**src/ecdsa_der_to_raw_signature_macros.svh**
```systemverilog
`ifndef ECDSA_DER_TO_RAW_SIGNATURE_MACROS_SVH
`define ECDSA_DER_TO_RAW_SIGNATURE_MACROS_SVH

// same-cycle implication
`define EDR_ASSERT_NOW(label, clk, rst, ante, cons, msg) \
   label: assert property (@(posedge clk) disable iff (rst) (ante) |-> (cons)) \
      else $error(msg);

// next-cycle implication
`define EDR_ASSERT_NEXT(label, clk, rst, ante, cons, msg) \
   label: assert property (@(posedge clk) disable iff (rst) (ante) |=> (cons)) \
      else $error(msg);

`endif

```
**src/edr_pkg.sv**
```systemverilog
`timescale 1ns / 1ps
`default_nettype none
package edr_pkg;

   localparam int COORD_BYTES   = 32;
   localparam int MAX_INT_BYTES = 33;
   localparam int CNT_W         = $clog2(MAX_INT_BYTES + 1);
   localparam int BYTE_W        = 8;
   localparam int STAT_W        = 3;
   localparam int QDEPTH        = 4;
   localparam int QPTR_W        = $clog2(QDEPTH);

   localparam logic [STAT_W-1:0] ST_OK       = 3'd0;
   localparam logic [STAT_W-1:0] ST_SEQ_TAG  = 3'd1;
   localparam logic [STAT_W-1:0] ST_BAD_LEN  = 3'd2;
   localparam logic [STAT_W-1:0] ST_MISMATCH = 3'd3;
   localparam logic [STAT_W-1:0] ST_INT_TAG  = 3'd4;
   localparam logic [STAT_W-1:0] ST_TOO_LONG = 3'd5;
   localparam logic [STAT_W-1:0] ST_TRUNC    = 3'd6;

   typedef struct packed {
      logic [CNT_W-1:0]  pad;
      logic              data_vld;
      logic [BYTE_W-1:0] data;
      logic              stat_vld;
      logic [STAT_W-1:0] stat;
   } cmd_type;

endpackage
`default_nettype wire

```
**src/edr_req_if.sv**
```systemverilog
`timescale 1ns / 1ps
`default_nettype none
interface edr_req_if import edr_pkg::*; ();
   logic              valid;
   logic              ready;
   logic [BYTE_W-1:0] der_byte;
   logic              final_byte;

   modport source (output valid, output der_byte, output final_byte, input ready);
   modport sink (input valid, input der_byte, input final_byte, output ready);
endinterface
`default_nettype wire

```
**src/edr_rsp_if.sv**
```systemverilog
`timescale 1ns / 1ps
`default_nettype none
interface edr_rsp_if import edr_pkg::*; ();
   logic              valid;
   logic              ready;
   logic [BYTE_W-1:0] out_byte;
   logic              is_status;
   logic [STAT_W-1:0] status;
   logic              last;

   modport source (output valid, output out_byte, output is_status, output status,
                   output last, input ready);
   modport sink (input valid, input out_byte, input is_status, input status,
                 input last, output ready);
endinterface
`default_nettype wire

```
**src/ecdsa_der_to_raw_signature.sv**
```systemverilog
`timescale 1ns / 1ps
`default_nettype none
// channel  dir  handshake          words
// req_ch   in   valid/ready        der_byte, final_byte
// rsp_ch   out  valid/ready        out_byte, is_status, status, last
//
// One input word is taken per cycle while the four-entry command queue has room.
// The output stage sends one word per cycle while rsp_ch is ready; an integer shorter
// than 32 bytes costs up to 32 zero words from one queue entry at its length word, so
// input waits once the queue fills. Words are queued, then registered at the output.
// Reset is synchronous and returns the parser to the sequence tag.
// Either side may stall without loss; the queue absorbs the difference.
`include "ecdsa_der_to_raw_signature_macros.svh"
module ecdsa_der_to_raw_signature import edr_pkg::*; (
   input  wire logic clock,
   input  wire logic reset,
   edr_req_if.sink   req_ch,
   edr_rsp_if.source rsp_ch
);

   logic    q_push;
   logic    q_pop;
   logic    q_full;
   logic    q_empty;
   cmd_type q_wr;
   cmd_type q_rd;

   edr_front u_front (
      .clock  (clock),
      .reset  (reset),
      .req    (req_ch),
      .q_full (q_full),
      .q_push (q_push),
      .q_cmd  (q_wr)
   );

   edr_queue u_queue (
      .clock  (clock),
      .reset  (reset),
      .push   (q_push),
      .wr_cmd (q_wr),
      .full   (q_full),
      .pop    (q_pop),
      .rd_cmd (q_rd),
      .empty  (q_empty)
   );

   edr_back u_back (
      .clock (clock),
      .reset (reset),
      .cmd   (q_rd),
      .empty (q_empty),
      .pop   (q_pop),
      .rsp   (rsp_ch)
   );

   `EDR_ASSERT_NOW(a_no_push_full, clock, reset, q_push, !q_full, "push into full queue")
   `EDR_ASSERT_NOW(a_no_pop_empty, clock, reset, q_pop, !q_empty, "pop from empty queue")
   `EDR_ASSERT_NOW(a_status_last, clock, reset, rsp_ch.valid && rsp_ch.is_status, rsp_ch.last && rsp_ch.out_byte == 8'h00, "status word malformed")
   `EDR_ASSERT_NOW(a_data_clean, clock, reset, rsp_ch.valid && !rsp_ch.is_status, !rsp_ch.last && rsp_ch.status == ST_OK, "data word malformed")

endmodule
`default_nettype wire

```
**src/edr_front.sv**
```systemverilog
`timescale 1ns / 1ps
`default_nettype none
module edr_front import edr_pkg::*; (
   input  wire logic   clock,
   input  wire logic   reset,
   edr_req_if.sink     req,
   input  wire logic   q_full,
   output logic        q_push,
   output cmd_type     q_cmd
);

   localparam logic [3:0] PH_SEQ_TAG  = 4'd0;
   localparam logic [3:0] PH_SEQ_LEN  = 4'd1;
   localparam logic [3:0] PH_SEQ_LEXT = 4'd2;
   localparam logic [3:0] PH_INT_TAG  = 4'd3;
   localparam logic [3:0] PH_INT_LEN  = 4'd4;
   localparam logic [3:0] PH_INT_LEXT = 4'd5;
   localparam logic [3:0] PH_INT_BODY = 4'd6;
   localparam logic [3:0] PH_TRAIL    = 4'd7;
   localparam logic [3:0] PH_ERR      = 4'd8;

   localparam logic [7:0] TAG_SEQ  = 8'h30;
   localparam logic [7:0] TAG_INT  = 8'h02;
   localparam logic [7:0] LEN_LONG = 8'h80;
   localparam logic [7:0] LEN_81   = 8'h81;
   localparam logic [7:0] LEN_82   = 8'h82;

   logic [3:0]       phase_ff, phase_in;
   logic [15:0]      decl_ff, decl_in;
   logic [1:0]       lleft_ff, lleft_in;
   logic [15:0]      count_ff, count_in;
   logic [CNT_W-1:0] ileft_ff, ileft_in;
   logic [CNT_W-1:0] skip_ff, skip_in;
   logic             second_ff, second_in;

   logic              accept;
   logic              fin;
   logic [7:0]        b;
   logic              known;
   logic              known_n;
   logic [16:0]       cnt_inc;
   logic [STAT_W-1:0] err;
   logic              start_go;
   logic [CNT_W-1:0]  start_n;
   logic [3:0]        done_phase;
   cmd_type           cmd;

   assign accept    = req.valid && req.ready;
   assign req.ready = !q_full;
   assign fin       = req.final_byte;
   assign b         = req.der_byte;
   assign known     = (phase_ff >= PH_INT_TAG) && (phase_ff <= PH_TRAIL);
   assign cnt_inc   = {1'b0, count_ff} + 17'd1;
   assign done_phase = second_ff ? PH_TRAIL : PH_INT_TAG;

   always_comb begin
      phase_in  = phase_ff;
      decl_in   = decl_ff;
      lleft_in  = lleft_ff;
      count_in  = count_ff;
      ileft_in  = ileft_ff;
      skip_in   = skip_ff;
      second_in = second_ff;
      err       = ST_OK;
      start_go  = 1'b0;
      start_n   = b[CNT_W-1:0];
      cmd       = '0;

      if (known) begin
         count_in = cnt_inc[15:0];
         if ((cnt_inc > {1'b0, decl_ff}) || (fin && (cnt_inc != {1'b0, decl_ff}))) begin
            err = ST_MISMATCH;
         end
      end

      if (err == ST_OK) begin
         case (phase_ff)
            PH_SEQ_TAG: begin
               if (b != TAG_SEQ) err = ST_SEQ_TAG;
               else phase_in = PH_SEQ_LEN;
            end
            PH_SEQ_LEN: begin
               if (b < LEN_LONG) begin
                  decl_in  = {8'h00, b};
                  phase_in = PH_INT_TAG;
               end else if (b == LEN_81 || b == LEN_82) begin
                  decl_in  = '0;
                  lleft_in = b[1:0];
                  phase_in = PH_SEQ_LEXT;
               end else begin
                  err = ST_BAD_LEN;
               end
            end
            PH_SEQ_LEXT: begin
               decl_in  = {decl_ff[7:0], b};
               lleft_in = lleft_ff - 2'd1;
               if (lleft_ff == 2'd1) phase_in = PH_INT_TAG;
            end
            PH_INT_TAG: begin
               if (b != TAG_INT) err = ST_INT_TAG;
               else phase_in = PH_INT_LEN;
            end
            PH_INT_LEN: begin
               if (b < LEN_LONG) begin
                  if (b > 8'(MAX_INT_BYTES)) err = ST_TOO_LONG;
                  else start_go = 1'b1;
               end else if (b == LEN_81 || b == LEN_82) begin
                  lleft_in = b[1:0];
                  phase_in = PH_INT_LEXT;
               end else begin
                  err = ST_BAD_LEN;
               end
            end
            PH_INT_LEXT: begin
               if (lleft_ff > 2'd1) begin
                  if (b != 8'h00) err = ST_TOO_LONG;
                  else lleft_in = lleft_ff - 2'd1;
               end else begin
                  lleft_in = '0;
                  if (b > 8'(MAX_INT_BYTES)) err = ST_TOO_LONG;
                  else start_go = 1'b1;
               end
            end
            PH_INT_BODY: begin
               if (skip_ff != '0) begin
                  skip_in = skip_ff - 1'b1;
               end else begin
                  cmd.data_vld = 1'b1;
                  cmd.data     = b;
               end
               ileft_in = ileft_ff - 1'b1;
               if (ileft_ff == CNT_W'(1)) begin
                  second_in = 1'b1;
                  phase_in  = done_phase;
               end
            end
            default: begin
            end
         endcase
      end

      if (start_go) begin
         if (start_n < CNT_W'(COORD_BYTES)) begin
            cmd.pad = CNT_W'(COORD_BYTES) - start_n;
            skip_in = '0;
         end else begin
            skip_in = start_n - CNT_W'(COORD_BYTES);
         end
         ileft_in = start_n;
         if (start_n == '0) begin
            second_in = 1'b1;
            phase_in  = done_phase;
         end else begin
            phase_in = PH_INT_BODY;
         end
      end

      known_n = (phase_in >= PH_INT_TAG) && (phase_in <= PH_TRAIL);
      if (err == ST_OK && fin) begin
         if (known_n && (count_in != decl_in)) err = ST_MISMATCH;
         else if (phase_in != PH_TRAIL) err = ST_TRUNC;
      end

      if (err != ST_OK || fin) begin
         cmd.stat_vld = 1'b1;
         cmd.stat     = err;
         phase_in     = PH_ERR;
      end

      if (fin || phase_ff == PH_ERR) begin
         if (fin) begin
            phase_in  = PH_SEQ_TAG;
            decl_in   = '0;
            lleft_in  = '0;
            count_in  = '0;
            ileft_in  = '0;
            skip_in   = '0;
            second_in = 1'b0;
         end else begin
            phase_in = PH_ERR;
         end
      end
   end

   assign q_cmd  = cmd;
   assign q_push = accept && (phase_ff != PH_ERR) &&
                   ((cmd.pad != '0) || cmd.data_vld || cmd.stat_vld);

   always_ff @(posedge clock) begin
      if (reset) begin
         phase_ff  <= PH_SEQ_TAG;
         decl_ff   <= '0;
         lleft_ff  <= '0;
         count_ff  <= '0;
         ileft_ff  <= '0;
         skip_ff   <= '0;
         second_ff <= 1'b0;
      end else if (accept) begin
         phase_ff  <= phase_in;
         decl_ff   <= decl_in;
         lleft_ff  <= lleft_in;
         count_ff  <= count_in;
         ileft_ff  <= ileft_in;
         skip_ff   <= skip_in;
         second_ff <= second_in;
      end
   end

endmodule
`default_nettype wire

```
**src/edr_queue.sv**
```systemverilog
`timescale 1ns / 1ps
`default_nettype none
module edr_queue import edr_pkg::*; (
   input  wire logic    clock,
   input  wire logic    reset,
   input  wire logic    push,
   input  wire cmd_type wr_cmd,
   output logic         full,
   input  wire logic    pop,
   output cmd_type      rd_cmd,
   output logic         empty
);

   cmd_type           mem_ff [QDEPTH];
   logic [QPTR_W-1:0] wr_ff, wr_in;
   logic [QPTR_W-1:0] rd_ff, rd_in;
   logic [QPTR_W:0]   cnt_ff, cnt_in;

   assign full   = (cnt_ff == (QPTR_W + 1)'(QDEPTH));
   assign empty  = (cnt_ff == '0);
   assign rd_cmd = mem_ff[rd_ff];

   always_comb begin
      wr_in  = push ? wr_ff + 1'b1 : wr_ff;
      rd_in  = pop ? rd_ff + 1'b1 : rd_ff;
      cnt_in = cnt_ff;
      if (push && !pop) cnt_in = cnt_ff + 1'b1;
      else if (pop && !push) cnt_in = cnt_ff - 1'b1;
   end

   always_ff @(posedge clock) begin
      if (push) begin
         mem_ff[wr_ff] <= wr_cmd;
      end
   end

   always_ff @(posedge clock) begin
      if (reset) begin
         wr_ff  <= '0;
         rd_ff  <= '0;
         cnt_ff <= '0;
      end else begin
         wr_ff  <= wr_in;
         rd_ff  <= rd_in;
         cnt_ff <= cnt_in;
      end
   end

endmodule
`default_nettype wire

```
**src/edr_back.sv**
```systemverilog
`timescale 1ns / 1ps
`default_nettype none
module edr_back import edr_pkg::*; (
   input  wire logic    clock,
   input  wire logic    reset,
   input  wire cmd_type cmd,
   input  wire logic    empty,
   output logic         pop,
   edr_rsp_if.source    rsp
);

   logic [CNT_W-1:0]  pidx_ff, pidx_in;
   logic              ddone_ff, ddone_in;
   logic              vld_ff, vld_in;
   logic [BYTE_W-1:0] byte_ff;
   logic              isst_ff;
   logic [STAT_W-1:0] stat_ff;
   logic              last_ff;

   logic adv;
   logic fire;
   logic pad_sel;
   logic data_sel;
   logic stat_sel;
   logic pad_last;
   logic done;

   assign adv      = !vld_ff || rsp.ready;
   assign fire     = adv && !empty;
   assign pad_sel  = !ddone_ff && (pidx_ff < cmd.pad);
   assign data_sel = !pad_sel && !ddone_ff && cmd.data_vld;
   assign stat_sel = !pad_sel && !data_sel;
   assign pad_last = (CNT_W'(pidx_ff + 1'b1) == cmd.pad);

   always_comb begin
      if (pad_sel) done = pad_last && !cmd.data_vld && !cmd.stat_vld;
      else if (data_sel) done = !cmd.stat_vld;
      else done = 1'b1;
   end

   assign pop = fire && done;

   always_comb begin
      pidx_in  = pidx_ff;
      ddone_in = ddone_ff;
      vld_in   = vld_ff;
      if (fire) begin
         if (done) begin
            pidx_in  = '0;
            ddone_in = 1'b0;
         end else if (pad_sel) begin
            pidx_in = pidx_ff + 1'b1;
         end else if (data_sel) begin
            ddone_in = 1'b1;
         end
      end
      if (adv) vld_in = !empty;
   end

   always_ff @(posedge clock) begin
      if (reset) begin
         pidx_ff  <= '0;
         ddone_ff <= 1'b0;
         vld_ff   <= 1'b0;
      end else begin
         pidx_ff  <= pidx_in;
         ddone_ff <= ddone_in;
         vld_ff   <= vld_in;
      end
   end

   always_ff @(posedge clock) begin
      if (fire) begin
         byte_ff <= data_sel ? cmd.data : '0;
         isst_ff <= stat_sel;
         stat_ff <= stat_sel ? cmd.stat : ST_OK;
         last_ff <= stat_sel;
      end
   end

   assign rsp.valid     = vld_ff;
   assign rsp.out_byte  = byte_ff;
   assign rsp.is_status = isst_ff;
   assign rsp.status    = stat_ff;
   assign rsp.last      = last_ff;

endmodule
`default_nettype wire

```
**src/flat_wrapper.sv**
```systemverilog
// flat-port wrapper written by rule: the top's interface ports become plain ports
module ecdsa_der_to_raw_signature_flat import edr_pkg::*;
  (clock, reset, req_ch_valid, req_ch_der_byte, req_ch_final_byte, req_ch_ready, rsp_ch_valid, rsp_ch_out_byte, rsp_ch_is_status, rsp_ch_status, rsp_ch_last, rsp_ch_ready);
  edr_req_if req_ch_i ();
  edr_rsp_if rsp_ch_i ();
  input  wire logic clock;
  input  wire logic reset;
  input wire logic [$bits(req_ch_i.valid)-1:0] req_ch_valid;
  input wire logic [$bits(req_ch_i.der_byte)-1:0] req_ch_der_byte;
  input wire logic [$bits(req_ch_i.final_byte)-1:0] req_ch_final_byte;
  output wire logic [$bits(req_ch_i.ready)-1:0] req_ch_ready;
  output wire logic [$bits(rsp_ch_i.valid)-1:0] rsp_ch_valid;
  output wire logic [$bits(rsp_ch_i.out_byte)-1:0] rsp_ch_out_byte;
  output wire logic [$bits(rsp_ch_i.is_status)-1:0] rsp_ch_is_status;
  output wire logic [$bits(rsp_ch_i.status)-1:0] rsp_ch_status;
  output wire logic [$bits(rsp_ch_i.last)-1:0] rsp_ch_last;
  input wire logic [$bits(rsp_ch_i.ready)-1:0] rsp_ch_ready;
  assign req_ch_i.valid = req_ch_valid;
  assign req_ch_i.der_byte = req_ch_der_byte;
  assign req_ch_i.final_byte = req_ch_final_byte;
  assign req_ch_ready = req_ch_i.ready;
  assign rsp_ch_valid = rsp_ch_i.valid;
  assign rsp_ch_out_byte = rsp_ch_i.out_byte;
  assign rsp_ch_is_status = rsp_ch_i.is_status;
  assign rsp_ch_status = rsp_ch_i.status;
  assign rsp_ch_last = rsp_ch_i.last;
  assign rsp_ch_i.ready = rsp_ch_ready;
  ecdsa_der_to_raw_signature u_core (.clock(clock), .reset(reset), .req_ch(req_ch_i), .rsp_ch(rsp_ch_i));
endmodule
```
**config.mk**
```make
export PLATFORM = sky130hd
export DESIGN_NAME = ecdsa_der_to_raw_signature_flat
export DESIGN_NICKNAME = d
export VERILOG_FILES = /design/src/edr_pkg.sv /design/src/edr_req_if.sv /design/src/edr_rsp_if.sv /design/src/ecdsa_der_to_raw_signature.sv /design/src/edr_front.sv /design/src/edr_queue.sv /design/src/edr_back.sv /design/src/flat_wrapper.sv
export VERILOG_INCLUDE_DIRS = /design/src /design/src/src
export SDC_FILE = /design/constraint.sdc
export NUM_CORES = 1
export LEC_CHECK = 0
export ABC_AREA = 1
export BUFFER_PORTS_ARGS = -buffer_cell sky130_fd_sc_hd__clkbuf_2
export CORE_UTILIZATION = 55
export DETAILED_ROUTE_END_ITERATION = 16
export PLACE_DENSITY = 0.76
export RECOVER_POWER = 25
export SYNTH_ARGS = -nofsm -noshare
export SYNTH_HDL_FRONTEND = slang
export SYNTH_HIERARCHICAL = 1
export SYNTH_SLANG_ARGS = --single-unit
```
**constraint.sdc**
```tcl
create_clock -name clock -period 6.2 [get_ports clock]
set_clock_uncertainty 0.2 [all_clocks]
set_input_delay 0 -clock clock [delete_from_list [all_inputs] [get_ports clock]]
set_output_delay 0 -clock clock [all_outputs]
set_load 0.03 [all_outputs]
```
# Yosys cells after proc, flatten, opt, wreduce, memory -nomap -nowiden
# Memories as Yosys holds them, arrays and structs flattened. A register that Yosys moved wholly into a read port is not among the register bits.
# Index checks and enable logic that the tools add are counted.
[totals]
latchBits = 0
in_bits = 13
register_bits = 78
mem_count = 1
output_inout_bits = 15
word_cells = 199
ramBits = 76
rom_bits = 0
[classes]
addsub = 11
n_bitwise = 0
n_eq_ne = 20
n_mux = 91
n_lt_le_gt_ge = 10
div = 0
reduce_logical = 50
n_mul = 0
n_shift = 0
[mem_list]
columns = ["memory", "depth", "width", "read_ports", "rd_ports_with_merged_regs", "write_ports", "line_no", "rtl"]
rows = [
  ["u_core.u_queue.mem_ff", 4, 19, 1, 1, 1, "edr_queue.sv:14", "cmd_type mem_ff [QDEPTH];"],
]
[ops]
columns = ["operator", "n"]
rows = [
  ["16-bit two-way mux", 8],
  ["6-bit two-way mux", 16],
  ["4-bit two-way mux", 14],
  ["3-bit two-way mux", 16],
  ["16-bit one-hot mux with 2 select lines", 1],
  ["9-bit two-way mux", 3],
  ["4-bit one-hot mux with 6 select lines", 1],
  ["2-bit two-way mux", 11],
  ["1-bit logical AND", 18],
  ["1-bit two-way mux", 18],
  ["16-bit by 1-bit adder with 17-bit output (second input constant)", 1],
  ["17-bit by 16-bit greater-than comparator with 1-bit output", 1],
  ["17-bit by 16-bit inequality test with 1-bit output", 1],
  ["8-bit equality test (second input constant)", 2],
  ["16-bit inequality test", 1],
  ["3-bit one-hot mux with 5 select lines", 1],
  ["4-bit by 3-bit equality test with 1-bit output (second input constant)", 3],
  ["6-bit nonzero test", 2],
  ["6-bit by 1-bit subtractor with 6-bit output (second input constant)", 2],
  ["1-bit logical NOT", 10],
  ["3-bit logical NOT", 3],
  ["4-bit by 2-bit equality test with 1-bit output (second input constant)", 2],
  ["4-bit by 2-bit >= comparator with 1-bit output (second input constant)", 2],
  ["8-bit by 6-bit greater-than comparator with 1-bit output (second input constant)", 1],
  ["other kinds (34)", 44],
]

# Logic depth before layout (Yosys ltp)
# Gate-level depths: netlist of the first run.
[depth]
ltp_word = 23
depth_mapped = 42
ltp_nobuf = 41

# Modules after synthesis
# The synthesis of the first run kept the hierarchy.
[modules_own_cells]
columns = ["module", "area_each_um2", "n_inst", "cells_per_inst"]
rows = [
  ["edr_front", 5047.3, 1, 882],
  ["edr_queue", 3301.9, 1, 242],
  ["edr_back", 1173.6, 1, 152],
]

# Worst setup path after synthesis of the first run
# No wires, ideal clock.
[synth_path]
path_type = "flip-flop to flip-flop"
start = "reg u_core.u_front.count_ff[0]"
end = "reg u_core.u_queue.cnt_ff[2]"
stages_incl_launch_ff = 39
required_time_ps = 5890
synth_period_minus_slack_ps = 4408
setup_slack_ps = 1792
setup_time_ps = 110
arrival_ps = 4099
path_cell_list = "dfxtp_1 > ha_1 > nand2_2 > nor2_2 > nand2_1 > inv_2 > nand2_1 > nand2_1 > inv_1 > ha_1 > nand2_1 > inv_1 > nand2_1 > nor2_1 > and3_1 > a21oi_4 > nand2_4 > buf_6 > (+3 left out) > nor2_2 > inv_1 > nor2_1 > a21oi_2 > nand2_1 > nor2_2 > nand2_1 > nand2_1 > inv_1 > ha_1 > inv_1 > fa_1 > inv_1 > nand2_1 > nand3_1 > nand2_1 > inv_1 > nor2_1"
[synth_between]
elab_chain_cells = 22
word_cells_on_any_way = 48
[synth_lines]
columns = ["element", "line_no", "rtl"]
rows = [
  ["from (decl)", "edr_front.sv:31", "logic [15:0] count_ff, count_in;"],
  ["from (signal assigned)", "edr_front.sv:202", "count_ff <= count_in;"],
  ["parallel branches: the longest is 17 deep, another holds 16-bit by 1-bit adder with 17-bit output", "n/a", ""],
  ["1-bit logical OR *", "edr_front.sv:187", "((cmd.pad != '0) || cmd.data_vld || cmd.stat_vld);"],
  ["1-bit logical AND *", "edr_front.sv:186", "assign q_push = accept && (phase_ff != PH_ERR) &&"],
  ["named net u_core.q_push", "ecdsa_der_to_raw_signature.sv:21", "logic q_push;"],
  ["1-bit logical NOT", "edr_queue.sv:28", "else if (pop && !push) cnt_in = cnt_ff - 1'b1;"],
  ["1-bit logical AND", "edr_queue.sv:28", ""],
  ["2-bit nonzero test (no line)", "n/a", ""],
  ["to (signal assigned)", "edr_queue.sv:45", "cnt_ff <= cnt_in;"],
  ["to (decl)", "edr_queue.sv:17", "logic [QPTR_W:0] cnt_ff, cnt_in;"],
]
# Mark *: on every way through the listed nets, which the timed path passes.
# A chain may end at the register's enable or synchronous reset.

# Worst setup path in the final report of the first run
[layout_path]
start = "reg u_core.u_front.count_ff[0]"
end = "reg u_core.u_queue.cnt_ff[1]"
[layout_between]
word_cells_on_any_way = 48
[layout_lines]
columns = ["element", "line_no", "rtl"]
rows = [
  ["parallel branches: the longest is 17 deep, another holds 16-bit by 1-bit adder with 17-bit output", "n/a", ""],
  ["1-bit logical OR *", "edr_front.sv:187", ""],
  ["1-bit logical AND *", "edr_front.sv:186", ""],
  ["named net u_core.q_push", "ecdsa_der_to_raw_signature.sv:21", ""],
  ["1-bit logical AND *", "edr_queue.sv:27", "if (push && !pop) cnt_in = cnt_ff + 1'b1;"],
  ["3-bit two-way mux *", "edr_queue.sv:27", ""],
  ["named net u_core.u_queue.cnt_in[1]", "edr_queue.sv:17", ""],
]
# Marked as above.

==> impl_results.md, run 1 <==
* Cell type group with the largest total delay on the critical path: simple AND/OR/NAND/NOR gates
* Synth Register Bits at 156
* Switch share at 35.44%
* Worst r2r src: u_core/u_front/count_ff[0]$_SDFFE_PP0P_
* Final Cell Area at 10,450 sq um
* Post-synthesis async set-or-reset flop share at 0%
* Worst setup EP type: register
* RSZ-0062 raised after global routing: false
* Setup ws final at 913.9 ps
* Cell-internal power at 2.114 mW
* Nets at 1,353
* Hold Path End: u_core/u_queue/rd_ff[1]$_SDFFE_PP0P_
* Total grt overflow at 0
* Core Footprint at 16,760 sq um
* Htree depth at 4
* Seq pwr share at 40.5%
* Most frequent CP cell: nand2_1
* WL per Instance at 15.41 um
* DRC viols at 0
* Hold crit path type: reg -> reg
* Worst slack, placed at 1102 ps
* Worst Path Required at 6320 ps
* IO Port Bufs at 27
* Initial antenna violation count at 0
* Vert. Die Dim at 133.6 um
* Critical path fanouts, max at 15
* CTS clk-pin slew, worst paths at 60 ps
* Ys flop type: edfxtp_1
* Final wirelength at 23.67 mm
* Fmax at 0.1892 GHz
* Vias at 8,541
* Worst vdd ir at 0.0002022 V
* Setup Viol. Count Final at 0
* Placer Congestion at 1.016
* Hold Path Depth at 1
* Total GRT Usage at 27.38%
* Commonest non-fill, non-tap cell in the layout: nand2_1
* Cell Area, Placed at 9737 sq um
* Cells after DPL at 1,491
* Switch Pwr at 1.160 mW
* Starting Density at 56.82%
* Gate power share at 26.5%
* Clock sink total at 156
* Simple-Gate Fraction of Synth Area at 29.73%
* Inserted Clock Buffers at 17
* Worst Path Buf+Inv at 6
* MaxCap Viol Count at 2
* Reg2Reg Depth at 33
* Crit path time final at 5286 ps
* FILL cells at 1,484
* Pwr dens at 313.5 nW/um^2
* DR iter-0 viols at 802
* Post-Synthesis Cells at 1,276
* First-pass iteration count of the detailed router at 6
* Pleak at 4.438 nW
* Overall die width at 133.6 um
* Setup TNS at 0 ps
* Vias per cell at 5.561
* CTS max path bufs at 2
* Clock latency on the worst-skew pair at 430 ps
* HP Start: u_core/u_queue/rd_ff[1]$_SDFFE_PP0P_
* Netlist cell types at 49
* Setup bufs post-CTS at 0
* Net Count, Synth at 1,326
* Syn Std Cell Area at 9523 sq um
* Total power draw at 3.275 mW
* RR Endpoint: u_core/u_queue/cnt_ff[1]$_SDFFE_PP0P_
* First-pass GRT wire length at 38.45 mm
* Dominant combinational cell family by area after synthesis: simple AND/OR/NAND/NOR gates
* Root Driver: clkbuf_16
* Post-synth EDFFs at 88
* Clock network power share at 33.0%
* Cts repair resizes at 0
* Crit path max-delay cell type: dfxtp_1
* Mux share of post-synthesis cell area at 0%
* Number of nets with antenna violations after routing at 0
* Layout area overhead at 9.683%
* Yosys warnings at 6
* Slew Limit Fails at 96
* Critical path class: reg -> reg
* Fraction of layout cells with a size suffix above 1 at 10.11%
* Count of final hold-check violations at 0
* Largest net degree at the start of global routing at 56
* CTS tree: done
* XOR/XNOR Fraction of Synth Area at 0.7358%
* Startpoint Class: register
* Flop-to-flop setup slack at 910 ps
* Die ar. at 17,850 sq um
* Placement Rows at 47
* I/O pin cnt at 28
* Violated checks: max-capacitance violations, max-slew violations
* Commonest cells after routing, fill and taps aside: 350 x nand2_1, 165 x inv_1, 143 x nor2_1
* Mean post-synth cell area at 7.463 sq um
* Sequential area share after synthesis at 42.04%
* Hpwl dp at 16.11 mm
* CP arrival at 5410 ps
* Status: finished with violations
* Antenna diodes at 0
* Worst-margin pin slew at 2616 ps
* Vias in the first global route at 7,899
* Adder-Cell Fraction of Synth Area at 4.940%
* Fin crit share at 85.26%
* Non-Filler Instances at 1,536
* Rel. slew slack at -74.41%
* Compound-gate portion of the synthesized area at 12.60%
* CP max stage delay at 420 ps
[metal layers]
| layer | global-route usage (%) | share of wire [%] |
|---|---|---|
| met3 | 4.604 | 5.9 |
| met2 | 46.73 | 48 |
| met5 | 0 | 0 |
| met1 | 35.05 | 44 |
| met4 | 9.407 | 1.9 |
[sequential cells by signal (all words and copies together) (netlist names), 3 cells and up, named ones only]
name,cells
u_core/u_back/pidx_ff,6
u_core/u_back/rsp.out_byte,8
u_core/u_back/rsp.status,3
u_core/u_front/count_ff,16
u_core/u_front/decl_ff,16
u_core/u_front/ileft_ff,6
u_core/u_front/phase_ff,4
u_core/u_front/skip_ff,6
u_core/u_queue/cnt_ff,3
u_core/u_queue/mem_ff,76
[stage by stage]
stage / hold WS [ps] / utilization [%]
2_1_floorplan: -130.9 / -
3_3_place_gp: 60.95 / 58.10
6_report: 260.6 / 62.32
3_5_place_dp: 75.22 / 58.10
5_1_grt: 297.3 / 62.32
4_1_cts: 39.23 / 62.50
[repair_timing]
item	in CTS	in global routing
setup endpoints to repair	0	0
hold endpoints to repair	80	0
hold buffers	13	0
[worst reg2reg max path: cells and delay by family, from the launching register on]
family | cells | cell delay [ps]
and+or+nand+nor | 20 | 2120
adders and majority gates | 4 | 1230
AOI/OAI and AO/OA | 3 | 610
buffers and inverters | 6 | 590
DFF | 1 | 420
[synthesized netlist by cell type (all sizes together), types with 2 or more instances]
cell	n	area share (%)
xnor2	2	0.18
edfxtp	88	28
o21ai	85	4.9
o2111ai	4	0.37
nor3	10	0.53
nand4	19	1.4
nand3b	2	0.16
and2	2	0.14
o211ai	10	0.84
o22ai	19	1.2
nand2	373	16
xor2	6	0.55
inv	181	7.1
clkbuf	17	0.68
dfxtp	68	14
clkinv	3	0.17
a21oi	86	4.8
nor4	2	0.13
buf	21	2.0
or2	2	0.13
ha	36	4.7
nand3	71	4.3
nor2	163	7.2
[how the worst max path moves through the flow]
stage	slack, ps	endpoint	start	cells past startpoint
CTS	980	u_core/u_queue/cnt_ff[1]$_SDFFE_PP0P_	u_core/u_front/count_ff[0]$_SDFFE_PP0P_	33
global placement	1300	u_core/u_queue/cnt_ff[1]$_SDFFE_PP0P_	u_core/u_front/count_ff[0]$_SDFFE_PP0P_	33
finish	910	u_core/u_queue/cnt_ff[1]$_SDFFE_PP0P_	u_core/u_front/count_ff[0]$_SDFFE_PP0P_	33
floorplan	1790	u_core/u_queue/cnt_ff[2]$_SDFFE_PP0P_	u_core/u_front/count_ff[0]$_SDFFE_PP0P_	38
global route	520	u_core/u_queue/cnt_ff[1]$_SDFFE_PP0P_	u_core/u_front/count_ff[0]$_SDFFE_PP0P_	36
detailed placement	1100	u_core/u_queue/cnt_ff[1]$_SDFFE_PP0P_	u_core/u_front/count_ff[0]$_SDFFE_PP0P_	31
[cell families after synthesis]
family	Yosys count
DFF	156
and+or+nand+nor	645
xor gates and xnor gates	8
AOI/OAI and AO/OA	208
buffers and inverters	222
adders and majority gates	37
[final cells by class]
type | instances | area, sq um | area share, %
Timing Repair Buffer | 46 | 280.3 | 2.683
Tap cell | 220 | 275.3 | 2.635
Sequential cell | 156 | 4004 | 38.33
Clock buffer | 19 | 454.2 | 4.348
Inverter | 184 | 695.7 | 6.660
Multi-Input combinational cell | 898 | 4582 | 43.87
Clock inverter | 13 | 153.9 | 1.473
[power groups by stage]
stage	logic (mW)	registers, mW	clock network (mW)
after detailed placement	0.870	1.35	0
after global routing	0.971	1.34	1.13
after global placement	0.837	1.34	0
final	0.869	1.33	1.08
after CTS	0.885	1.33	1.09
after floorplan	0.590	1.41	0
No activity file was read; power rests on OpenSTA's default activity.
==> run 2, diff against run 1 <==
- MAX_ROUTING_LAYER: unset -> met4
==> run 2 against run 1 <==
Effect of this change: the flow still finishes with violations (max-capacitance violations, max-slew violations); die area unchanged; count of clock-buffer cells in the layout is the same; via count is 2.2% lower; sequential share of layout area up 0.069 points; critical path depth unchanged; combinational power is 0.5% higher; worst hold slack got worse by 72 ps; first-iteration DRC count shrank 12%; critical path type unchanged; highest routed layer unchanged.
==> impl_results.md, run 2 (synthesized netlist as in run 1, its figures left out) <==
* Status: finished with violations
* Violated checks: max-capacitance violations, max-slew violations
* Max FFs per register at 76
* CTS max path bufs at 2
* Htree depth at 4
* CP max stage delay at 430 ps
* Placer Congestion at 1.002
* Core Footprint at 16,760 sq um
* Total GRT Usage at 27.79%
* Placement Rows at 47
* CP arrival at 5260 ps
* CTS clk-pin slew, worst paths at 60 ps
* Seq pwr share at 41.0%
* Final wirelength at 23.26 mm
* Total power draw at 3.233 mW
* Flop-to-flop setup slack at 1060 ps
* Setup TNS at 0 ps
* Critical path class: reg -> reg
* Critical Path Source: u_core/u_front/count_ff[0]$_SDFFE_PP0P_
* Switch Pwr at 1.140 mW
* Top routing layer used: met4
* M1 WL at 10.38 mm
* CP Depth at 33
* First-pass GRT wire length at 37.65 mm
* WL per Instance at 15.14 um
* Gate power share at 27.0%
* Crit path max-delay cell type: dfxtp_1
* Setup Viol. Count Final at 0
* Cell type group with the largest total delay on the critical path: simple AND/OR/NAND/NOR gates
* Commonest cells after routing, fill and taps aside: 350 x nand2_1, 165 x inv_1, 143 x nor2_1
* Die ar. at 17,850 sq um
* Starting Density at 56.82%
* Nets at 1,353
* Worst Path Required at 6320 ps
* Count of final hold-check violations at 0
* Fmax at 0.1946 GHz
* Cell-internal power at 2.093 mW
* Setup bufs post-CTS at 0
* Startpoint Class: register
* Vias per cell at 5.436
* I/O pin cnt at 28
* Initial antenna violation count at 0
* Number of nets with antenna violations after routing at 0
* DR iter-0 viols at 706
* Commonest non-fill, non-tap cell in the layout: nand2_1
* Vias at 8,350
* Antenna diodes at 0
* Hpwl dp at 16.03 mm
* Clock sink total at 156
* Total grt overflow at 0
* Root Driver: clkbuf_16
* DR WL met3 at 1.523 mm
* Clock latency on the worst-skew pair at 430 ps
* Worst r2r src: u_core/u_front/count_ff[0]$_SDFFE_PP0P_
* DR WL met2 at 10.99 mm
* Worst Path Buf+Inv at 6
* Vert. Die Dim at 133.6 um
* MaxCap Viol Count at 1
* First-pass iteration count of the detailed router at 5
* Largest register by flop count: u_core/u_queue/mem_ff
* Largest regs: u_core/u_queue/mem_ff (76), u_core/u_front/count_ff (16), u_core/u_front/decl_ff (16)
* IO Port Bufs at 27
* Inserted Clock Buffers at 17
* Pleak at 4.422 nW
* Clock network power share at 32.0%
* Largest net degree at the start of global routing at 56
* Overall die width at 133.6 um
* FILL cells at 1,472
* Layout area overhead at 9.486%
* Worst setup EP type: register
* Cts repair resizes at 0
* RR Endpoint: u_core/u_queue/cnt_ff[1]$_SDFFE_PP0P_
* Most frequent CP cell: nand2_1
* CTS tree: done
* RSZ-0062 raised after global routing: false
* Crit path time final at 5138 ps
* Setup crit end: u_core/u_queue/cnt_ff[1]$_SDFFE_PP0P_
* Hold crit path type: in -> reg
* Rel. slew slack at -84.44%
* Slew Limit Fails at 56
* Switch share at 35.27%
* Fraction of layout cells with a size suffix above 1 at 9.954%
* Fin crit share at 82.87%
* Critical path fanouts, max at 15
* Reg2Reg Depth at 33
* DRC viols at 0
* Worst vdd ir at 0.0001943 V
* Worst-margin pin slew at 2767 ps
* Pwr dens at 310.1 nW/um^2
* Vias in the first global route at 7,690
[run 2: changes by cell type in the layout (fill, tap and decap cells not counted)]
cell,change
clkbuf_1,-1
clkbuf_16,-1
clkbuf_8,+1
clkinv_1,+2
clkinv_4,+1
clkinvlp_4,-1
dlygate4sd3_1,+1
inv_8,-2
[run 2: layer usage]
layer / GRT usage [%] / vias up
met5: - / -
met2: 44.36 / 283
met3: 5.974 / 34
met4: 8.270 / 0
li1: - / 4204
met1: 35.36 / 3829
[run 2: power by group through the flow]
stage | registers (mW) | logic (mW) | clock network, mW
6_report | 1.33 | 0.873 | 1.03
5_1_grt | 1.34 | 0.968 | 1.10
4_1_cts | 1.33 | 0.886 | 1.05
3_5_place_dp | 1.35 | 0.867 | 0
3_3_place_gp | 1.34 | 0.841 | 0
2_1_floorplan | 1.41 | 0.590 | 0
[run 2: worst min path at each step]
| stage | cells past startpoint | slack, ps | to | from |
|---|---|---|---|---|
| after floorplan | 1 | -130 | u_core/u_back/pidx_ff[0]$_SDFFE_PP0P_ | reset |
| after global placement | 4 | 60 | u_core/u_back/rsp.valid$_SDFFE_PP0N_ | rsp_ch_ready |
| after detailed placement | 4 | 80 | u_core/u_back/rsp.valid$_SDFFE_PP0N_ | rsp_ch_ready |
| after CTS | 5 | 180 | u_core/u_back/rsp.valid$_SDFFE_PP0N_ | rsp_ch_ready |
| after global routing | 5 | 240 | u_core/u_back/rsp.valid$_SDFFE_PP0N_ | rsp_ch_ready |
| final | 5 | 190 | u_core/u_back/rsp.valid$_SDFFE_PP0N_ | rsp_ch_ready |
[run 2: cell type report]
| type | instances | area [sq um] | area share (%) |
|---|---|---|---|
| multi-input cells | 898 | 4582 | 43.95 |
| repair buffers | 46 | 286.5 | 2.748 |
| clock inverters | 13 | 140.1 | 1.344 |
| clock buffers | 19 | 442.9 | 4.248 |
| flip-flops and latches | 156 | 4004 | 38.40 |
| inverters | 184 | 695.7 | 6.672 |
| well taps | 220 | 275.3 | 2.640 |
[run 2: repair_timing]
action | in CTS | in global routing
hold buffers | 14 | 0
endpoints found under the setup margin | 0 | 0
endpoints found under the hold margin | 64 | 0
[run 2: per-stage QoR]
stage	instances	util [%]	area, sq um	worst slack (ps)	hold slack (ps)
CTS	1536	62.37	10450	1103	181.0
floorplan	1276	-	9523	1792	-130.9
detailed placement	1490	58.05	9729	1115	76.24
global route	1536	62.21	10430	662.4	241.2
global placement	1490	58.05	9729	1294	60.27
finish	1536	62.21	10430	1062	189.0
[run 2: worst min-delay path, delay by kind of cell]
| family | cells | cell delay, ps |
|---|---|---|
| buffers and inverters | 3 | 660 |
| and+or+nand+nor | 1 | 50 |
| AOI/OAI and AO/OA | 1 | 50 |
==> run 3, diff against run 2 <==
- ABC_AREA: 1 -> 0
- clock period: 6.2 -> 5.1 ns (I/O delays scaled with it)
==> run 3 against run 2 <==
Effect of this change: the flow now finishes without violations; flip-flop and latch count unchanged; total power increased by 12%; sequential power increased by 18%; combinational power is 10% lower; sequential share of layout area is 0.69 points higher; via count down 12%; largest cell class unchanged.
==> impl_results.md, run 3 <==
* Status: complete, no violations
* Rel. slew slack at 30.25%
* Post-synthesis async set-or-reset flop share at 0%
* Cells after DPL at 1,143
* First-pass iteration count of the detailed router at 5
* CP arrival at 4770 ps
* Setup ws final at 180.8 ps
* Htree depth at 4
* Fin crit share at 96.46%
* Synth Register Bits at 156
* Crit path time final at 4919 ps
* Ys flop type: edfxtp_1
* Worst-margin pin slew at 1046 ps
* MaxCap Viol Count at 0
* Inserted Clock Buffers at 17
* Vert. Die Dim at 130.9 um
* Non-Filler Instances at 1,190
* Fmax at 0.2033 GHz
* Syn Std Cell Area at 9133 sq um
* Final Cell Area at 10,250 sq um
* Overall die width at 130.9 um
* Placement Rows at 46
* Starting Density at 56.87%
* Critical path fanouts, max at 19
* Fraction of layout cells with a size suffix above 1 at 11.72%
* Worst Path Buf+Inv at 2
* DRC viols at 0
* IO Port Bufs at 27
* Yosys warnings at 6
* Nets at 1,010
* Commonest cells after routing, fill and taps aside: 88 x nor2_1, 88 x edfxtp_1, 66 x nand2_1, 66 x dfxtp_1, 54 x inv_1
* I/O pin cnt at 28
* Slew Limit Fails at 0
* Vias at 7,333
* Synth top area cells: edfxtp_1 29%, dfxtp_1 15%, ha_1 4.9%
* Largest net degree at the start of global routing at 62
* Worst vdd ir at 0.0002622 V
* Cell taking the most area after synthesis: edfxtp_1
* Pleak at 3.683 nW
* Routing usage on met3 at 5.252%
* Worst slack, placed at 139.7 ps
* CTS tree: done
* Net Count, Synth at 972
* Grt met2 use at 50.79%
* Max FFs per register at 76
* Total GRT Usage at 29.47%
* Worst Path Required at 4950 ps
* Die ar. at 17,120 sq um
* Largest register by flop count: u_core/u_queue/mem_ff
* Mean post-synth cell area at 9.905 sq um
* First-pass GRT wire length at 36.54 mm
* Commonest cells post-synth: 88 x edfxtp_1, 88 x nor2_1, 68 x dfxtp_1, 66 x nand2_1, 54 x inv_1
* Core Footprint at 16,060 sq um
* CP max stage delay at 810 ps
* Placer Congestion at 0.9939
* Netlist cell types at 87
* Vias in the first global route at 7,119
* Clock latency on the worst-skew pair at 440 ps
* Root Driver: clkbuf_16
* Cell Area, Placed at 9509 sq um
* Sequential area share after synthesis at 43.84%
* Hpwl dp at 16.44 mm
* Hold crit path type: reg -> reg
* WL per Instance at 19.46 um
* Worst setup EP type: register
* CTS clk-pin slew, worst paths at 60 ps
* Crit path max-delay cell type: and2_1
* Total power draw at 3.635 mW
* Busiest layer in global routing: met2
* Cell type group with the largest total delay on the critical path: simple AND/OR/NAND/NOR gates
* Post-Synthesis Cells at 922
* Post-synth EDFFs at 88
* Layout area overhead at 12.22%
* Startpoint Class: register
* Clock sink total at 156
* Count of final hold-check violations at 0
* Cell Chain, Critical Path: nand3_1 -> buf_4 -> nor4_1 -> nand2_1 -> xnor2_1 -> ha_1 -> and3_1 -> a211oi_1 -> a31o_2 -> nor2_1 -> nand4_1 -> nand2b_1 -> a211oi_1 -> nor3_2 -> buf_4 -> and2_1
* Top-area cell type share of the netlist area at 28.94%
* CTS max path bufs at 2
* Initial antenna violation count at 1
* DR iter-0 viols at 584
* Total grt overflow at 0
* Pwr dens at 354.6 nW/um^2
* Number of nets with antenna violations after routing at 0
* Setup Viol. Count Final at 0
* Final wirelength at 23.16 mm
* Critical path class: reg -> reg
* Largest regs: u_core/u_queue/mem_ff (76), u_core/u_front/count_ff (16), u_core/u_front/decl_ff (16)
* Vias per cell at 6.162
* GR Util met1 at 32.81%
==> run 3: cell types whose count changed after synthesis, moves of 18 or more <==
cell	before	now
inv_1	164	54
nand3_1	64	19
xor2_1	6	24
a21oi_1	82	50
o21ai_0	68	45
and2_1	1	23
nor2_1	144	88
a22oi_1	0	25
nand2_1	351	66
nor3_1	10	31
xnor2_1	2	28
==> run 3: cells by family (layout without fill, tap and decap cells) <==
logic type / after synthesis / in the layout / share of synthesized area, %
AO/OA/AOI/OAI: 216 / 216 / 15.66
AND/OR/NAND/NOR: 328 / 328 / 18.98
other: 0 / 1 / 0
buffers and inverters: 106 / 157 / 5.179
adder cells (fa/ha/maj): 37 / 37 / 5.151
XOR/XNOR: 54 / 54 / 5.480
flip-flops: 156 / 156 / 43.84
multiplexers: 25 / 25 / 5.713
==> run 3: path summary, 6_finish.rpt <==
path	endpoint	depth (start not counted)	startpoint	slack (ps)
max	u_core/u_queue/mem_ff[2][9]$_DFFE_PP_	16	u_core/u_front/count_ff[6]$_SDFFE_PP0P_	180
min	u_core/u_front/decl_ff[12]$_SDFFE_PP0P_	2	u_core/u_front/decl_ff[12]$_SDFFE_PP0P_	270
max reg2reg	u_core/u_queue/mem_ff[2][9]$_DFFE_PP_	16	u_core/u_front/count_ff[6]$_SDFFE_PP0P_	180
min reg2reg	u_core/u_front/decl_ff[12]$_SDFFE_PP0P_	2	u_core/u_front/decl_ff[12]$_SDFFE_PP0P_	270
==> run 3: cell type report <==
type,instances,area [sq um]
antenna,1,2.502
inverter,54,202.7
sequential,156,4006
fill,1276,5809
clock buffer,19,464.2
tap,216,270.3
multi-input combinational,660,4684
clock inverter,13,145.1
timing repair buffer,71,473.0
==> run 3: routing by layer <==
metal  up-vias  part of all wire, %
li1       3500                    -
met1      3551                   41
met2       232                   51
met3        50                  4.6
met4         0                  3.4
met5         -                    0
==> run 3: what timing repair did <==
action / in CTS / in global routing
hold buffers: 14 / 0
setup endpoints to repair: 0 / 78
buffers inserted: 0 / 0
hold endpoints to repair: 88 / 0
gates resized for setup: 0 / 9
==> run 3: report_power, final <==
group	switching [mW]	leakage, nW	internal (mW)
clock	0.585	0.296	0.696
combinational	0.536	1.98	0.246
sequential	0.0668	1.41	1.50
==> run 3: tightest hold or removal path, cell delays in order, from the launching register on <==
cell and delay (ps):
dfxtp_1 320, nand2_1 60, a21oi_1 50
==> run 3: through the flow <==
stage	hold WS [ps]	TNS, ps	utilization [%]
after floorplan	-130.9	0	-
after global placement	183.6	0	59.22
after detailed placement	196.9	0	59.22
after CTS	257.2	0	63.89
after global routing	309.2	-494.0	63.82
final	273.6	0	63.82
